$ cat src/hdl/speck64_128_block_encrypt_macros.svh
// assertion helpers for the speck block
`ifndef SPECK64_128_BLOCK_ENCRYPT_MACROS_SVH
`define SPECK64_128_BLOCK_ENCRYPT_MACROS_SVH

`ifndef ASSERT_OFF

// property checked on every rising edge outside reset
`define SPK_ASSERT(lbl, clk, rst, prop, msg) \
  lbl: assert property (@(posedge clk) disable iff (rst) (prop)) else $error(msg);

// property checked on every rising edge, reset included
`define SPK_ASSERT_ALWAYS(lbl, clk, prop, msg) \
  lbl: assert property (@(posedge clk) (prop)) else $error(msg);

`else

`define SPK_ASSERT(lbl, clk, rst, prop, msg)

`define SPK_ASSERT_ALWAYS(lbl, clk, prop, msg)

`endif

`endif

$ cat src/hdl/spk_pkg.sv
package spk_pkg;

  localparam int WORD_W = 32;
  localparam int ROUNDS_MAX = 27;
  localparam int ROUND_COUNT_DEFAULT = 27;
  localparam int ROT_X = 8;
  localparam int ROT_Y = 3;
  localparam int CFG_INDEX_W = 2;

  typedef logic [WORD_W-1:0] word_t;

  localparam word_t KEY_RESET_0 = 32'h3322_1100;
  localparam word_t KEY_RESET_1 = 32'h7766_5544;
  localparam word_t KEY_RESET_2 = 32'hbbaa_9988;
  localparam word_t KEY_RESET_3 = 32'hffee_ddcc;

  typedef enum logic [CFG_INDEX_W-1:0] {
    REG_KEY_WORD_0 = 2'd0,
    REG_KEY_WORD_1 = 2'd1,
    REG_KEY_WORD_2 = 2'd2,
    REG_KEY_WORD_3 = 2'd3
  } cfg_reg_t;

  typedef struct packed {
    word_t a;
    word_t b;
  } pair_t;

  // block state and key schedule state carried together down the pipe
  typedef struct packed {
    word_t x;
    word_t y;
    word_t rk;
    word_t l0;
    word_t l1;
    word_t l2;
  } stage_t;

  function automatic pair_t arx_round(word_t a, word_t b, word_t k);
    pair_t r;
    word_t na;
    na = (a >> ROT_X) | (a << (WORD_W - ROT_X));
    na = (na + b) ^ k;
    r.a = na;
    r.b = ((b << ROT_Y) | (b >> (WORD_W - ROT_Y))) ^ na;
    return r;
  endfunction

endpackage

$ cat src/hdl/spk_round.sv
module spk_round #(
  parameter int ROUND_INDEX = 0
) (
  input  logic            clk,
  input  logic            rst,
  input  logic            en,
  input  logic            in_valid,
  input  spk_pkg::stage_t in_stage,
  output logic            out_valid,
  output spk_pkg::stage_t out_stage
);

  localparam spk_pkg::word_t RI = spk_pkg::WORD_W'(ROUND_INDEX);

  spk_pkg::pair_t  data_r;
  spk_pkg::pair_t  key_r;
  spk_pkg::stage_t stage_next;

  always_comb begin
    data_r = spk_pkg::arx_round(in_stage.x, in_stage.y, in_stage.rk);
    // schedule round on the oldest key word, round index as key
    key_r = spk_pkg::arx_round(in_stage.l0, in_stage.rk, RI);
    stage_next.x  = data_r.a;
    stage_next.y  = data_r.b;
    stage_next.rk = key_r.b;
    stage_next.l0 = in_stage.l1;
    stage_next.l1 = in_stage.l2;
    stage_next.l2 = key_r.a;
  end

  always_ff @(posedge clk) begin
    if (rst) begin
      out_valid <= 1'b0;
    end else if (en) begin
      out_valid <= in_valid;
    end
  end

  always_ff @(posedge clk) begin
    if (en) begin
      out_stage <= stage_next;
    end
  end

endmodule

$ cat config.mk
export PLATFORM = sky130hd
export DESIGN_NAME = spk_round
export DESIGN_NICKNAME = d
export VERILOG_FILES = /design/src/hdl/speck64_128_block_encrypt_macros.svh /design/src/hdl/spk_pkg.sv /design/src/hdl/spk_round.sv
export SDC_FILE = /design/constraint.sdc
export NUM_CORES = 1
export LEC_CHECK = 0
export BUFFER_PORTS_ARGS = -buffer_cell sky130_fd_sc_hd__buf_2
export CAP_MARGIN = 20
export CORE_AREA = 2 2 150 152
export DETAILED_ROUTE_END_ITERATION = 8
export DIE_AREA = 0 0 152 154
export PLACE_DENSITY = 0.8
export SYNTH_ARGS = -nofsm -noshare
export SYNTH_HDL_FRONTEND = slang
export SYNTH_SLANG_ARGS = --single-unit
$ cat constraint.sdc
create_clock -name clk -period 3.6 [get_ports clk]
set_input_delay 0.18 -clock clk [delete_from_list [all_inputs] [get_ports clk]]
set_output_delay 0.18 -clock clk [all_outputs]
set_load 0.02 [all_outputs]
# Word-level counts from Yosys, hierarchy flattened
# Cells that the tools add are included.
[word_totals]
elab_cells = 16
input_bits = 196
regBits = 193
[classes]
bitwise = 7
add_sub_neg = 2
[ops]
columns = ["op", "count"]
rows = [
  ["32-bit bitwise XOR", 3],
  ["32-bit adder", 2],
  ["24-bit by 32-bit OR with 32-bit output", 2],
  ["32-bit by 3-bit OR with 32-bit output", 2],
]

# Logic depth before layout (Yosys ltp)
[logic_depth]
depth_word = 4
ltp_mapped = 11

# Worst setup path before layout
# Ideal clock, no wire load.
[synth_timing]
path_kind = "in2reg"
startpoint = "input in_stage[128] in the netlist's numbering"
endpoint = "register out_stage[156] in the netlist's numbering, data pin"
path_stages = 11
setup_slack_ns = 1.171
required_time_ns = 3.338
arrival_time_ns = 2.166
path_cell_list = "ha_1 -> inv_1 -> fa_1 -> and2b_1 -> o211ai_1 -> a21oi_2 -> o2111ai_2 -> o221ai_2 -> a41oi_2 -> xnor2_2 -> xor2_1"
[synth_rtl]
columns = ["element", "line", "text"]
rows = [
  ["from (decl)", "spk_round.sv:8", "input spk_pkg::stage_t in_stage,"],
  ["to (signal assigned)", "spk_round.sv:41", "out_stage <= stage_next;"],
  ["to (decl)", "spk_round.sv:10", "output spk_pkg::stage_t out_stage"],
]

==> reports/metrics.cfg <==
[cells_and_area]
final_util = 0.6295
finalInstanceArea_sq_um = 13650
drive_above_1_share = 0.3664
final_nets = 1486
syn2layout_area_growth_pct = 35.51

[synthesis]
synth-seq-area-share = 0.5743
syn-num-nets = 1025
netlist_top_cells_count = edfxtp_1 (192), xor2_1 (95), a21oi_1 (67), ha_1 (62), xnor2_1 (58)
synth_area_leaders = edfxtp_1 (57%), xor2_1 (8.3%), ha_1 (7.7%), xnor2_1 (5.0%), a21oi_1 (3.3%)
synth_edf_count = 192
synth_area_sq_um = 10070
ys.flop_type = edfxtp_1
postSynthAreaPerCell_sq_um = 13.17
yosysTopAreaCellShare = 0.5723
syn_inst = 765
synth_cell_type_count = 66
netlist.top_cell.by_area = edfxtp_1
ys_seq_elements = 193
ys.warnings.count = 0
async_flop_share = 0
synth.most_common_cell = edfxtp_1

[drt]
via_count = 8123
via_per_inst = 5.316
drt_iter0_drc = 559
routed_wl_microns = 31290
drt_pass1_iterations = 6
drc_errors = 0
drtAntennaViolNets = 0
wire_per_inst_microns = 20.48

[sta]
final_hold_viol_count = 0
setup_tns_ps = 0
finalCritPeriodShare = 0.6951
slew_violations = 0
finalClockSkew_ps = 0
setup_viol = 0
rsz0062_at_grt = false
timing.slew.headroom = 0.4153
tightestPinTransition_ps = 877.0
clock.fmax_ghz = 0.3996
fin_crit_ps = 2502

[grt]
grt_use_met2 = 0.4517
grt_use_total = 0.2601
grt_pass1_wl_microns = 46330
grt_max_degree = 104
gr-usage-met3 = 0.06229
grt_pass1_vias = 8102
met1_usage = 0.3170
busiest_layer = met2
grt_overflow = 0
antenna_found_initial = 10

[place]
finalWeightedCongestion = 0.8872
portBuffers = 388
dpl_cell_area_sq_um = 12320
dp_hpwl_microns = 23980

[power]
leakage_nw = 5.906
ir_drop_mv = 0.3049
p_per_area_nw_per_um2 = 523.1

[floorplanning]
start_util = 0.4645
ioPinCount = 389
dieArea_sq_um = 23410
core-area_sq_um = 21690
die_h_microns = 154
rows = 54
die_w_microns = 152

[cts]
cts_buffer_depth = 2
insertion_delay_ps = 440
root_buffer = clkbuf_16
clkTransAtPathRegs_ps = 80
htreeDepth = 4
cts_tree = yes
cts_sinks = 193
numCtsBuffers = 17

[worst_setup_path]
worstSetupStartpointType = primary input
worstPathArrival_ps = 2680
crit_buf_inv = 2
crit_type = in2reg
required_ps = 3780
critPathCaptureType = flip-flop
crit_family = compound AO/OA/AOI/OAI gates
crit_fanout = 4
crit_chain = buf_2, ha_1, inv_1, fa_1, and2b_1, o211ai_1, a21oi_2, o2111ai_2, o221ai_2, a31oi_1, xnor2_1, xor2_1
critPathMaxStageDelay_ps = 420
slowest_stage = fa_1

[flow_run]
drv_cap = 0

[hold_path]
hold_path.class = in2reg

[status]
status = finished clean

[kinds of logic after synthesis]
group                      Yosys count  share of synthesized area
adders and majority gates           64                    0.08097
buffers and inverters               34                    0.01490
DFF                                193                     0.5743
muxes                                1                  0.0009936
AOI/OAI and AO/OA                  181                     0.1222
xor gates and xnor gates           158                     0.1424
and+or+nand+nor                    134                    0.06421
[metrics by stage]
step / setup slack (ps) / hold slack [ps] / power [mW] / std cells
after global placement: 731.5 / 338.0 / 5.016 / 1421
after detailed placement: 662.9 / 348.6 / 5.062 / 1421
after global routing: 927.6 / 52.79 / 7.422 / 1524
after CTS: 1132 / 42.76 / 7.166 / 1519
after floorplan: 1171 / 252.4 / 4.304 / 765
final: 1098 / 58.48 / 7.141 / 1528
[per-layer routing]
| metal | share of wire | vias to the layer above |
|---|---|---|
| li1 | - | 3809 |
| met5 | 0.00086 | - |
| met1 | 0.39 | 3879 |
| met3 | 0.073 | 50 |
| met2 | 0.51 | 381 |
| met4 | 0.025 | 4 |
[final timing paths]
path	from	end	slack, ps	depth (start not counted)
setup / recovery	in_stage[128]	out_stage[150]	1100	12
hold / removal	in_stage[130]	out_stage[133]	60	2
setup reg to reg	out_valid	out_valid	2410	3
hold reg to reg	out_valid	out_valid	1080	3
[repair_timing]
action	CTS	global route
gates resized for setup	0	0
endpoints found under the hold margin	65	0
hold buffers	66	0
setup buffers	0	0
[final cells by class]
cell class | instances | area [sq um]
fillers | 1639 | 8036
flip-flops and latches | 193 | 5786
multi-input cells | 538 | 4139
repair buffers | 458 | 2641
clock inverters | 15 | 220.2
clock buffers | 17 | 425.4
well taps | 280 | 350.3
diodes | 9 | 22.52
inverters | 18 | 67.56
[state kept, by name, indices dropped and copies added, names as in the netlist]
name,flops
out_valid,1
out_stage,192
[layout by cell type (no fill, tap or decap), types with 3 or more instances in the layout]
| master | n |
|---|---|
| nand4_1 | 11 |
| a31o_2 | 3 |
| inv_12 | 3 |
| dlygate4sd3_1 | 66 |
| xnor2_2 | 3 |
| o211ai_1 | 10 |
| a31oi_1 | 6 |
| and3_1 | 5 |
| clkbuf_16 | 17 |
| nand3_1 | 11 |
| ha_1 | 62 |
| xor2_1 | 95 |
| inv_8 | 3 |
| o21bai_1 | 6 |
| a21oi_2 | 4 |
| clkinv_8 | 5 |
| nor2_1 | 29 |
| diode_2 | 9 |
| o21a_1 | 9 |
| buf_2 | 387 |
| xnor2_1 | 58 |
| inv_1 | 18 |
| buf_4 | 4 |
| a21o_1 | 16 |
| edfxtp_1 | 192 |
| a211oi_1 | 3 |
| nor2b_1 | 4 |
| o21ai_0 | 27 |
| nor3_1 | 8 |
| a21oi_1 | 67 |
| nand2_1 | 51 |
[report_power, final]
| part | internal [mW] | total [mW] | switching [mW] |
|---|---|---|---|
| sequential | 2.93 | 3.02 | 0.0925 |
| clock | 1.03 | 2.05 | 1.02 |
| combinational | 0.752 | 2.07 | 1.31 |
Note: power is estimated with default switching activity, not from simulation.
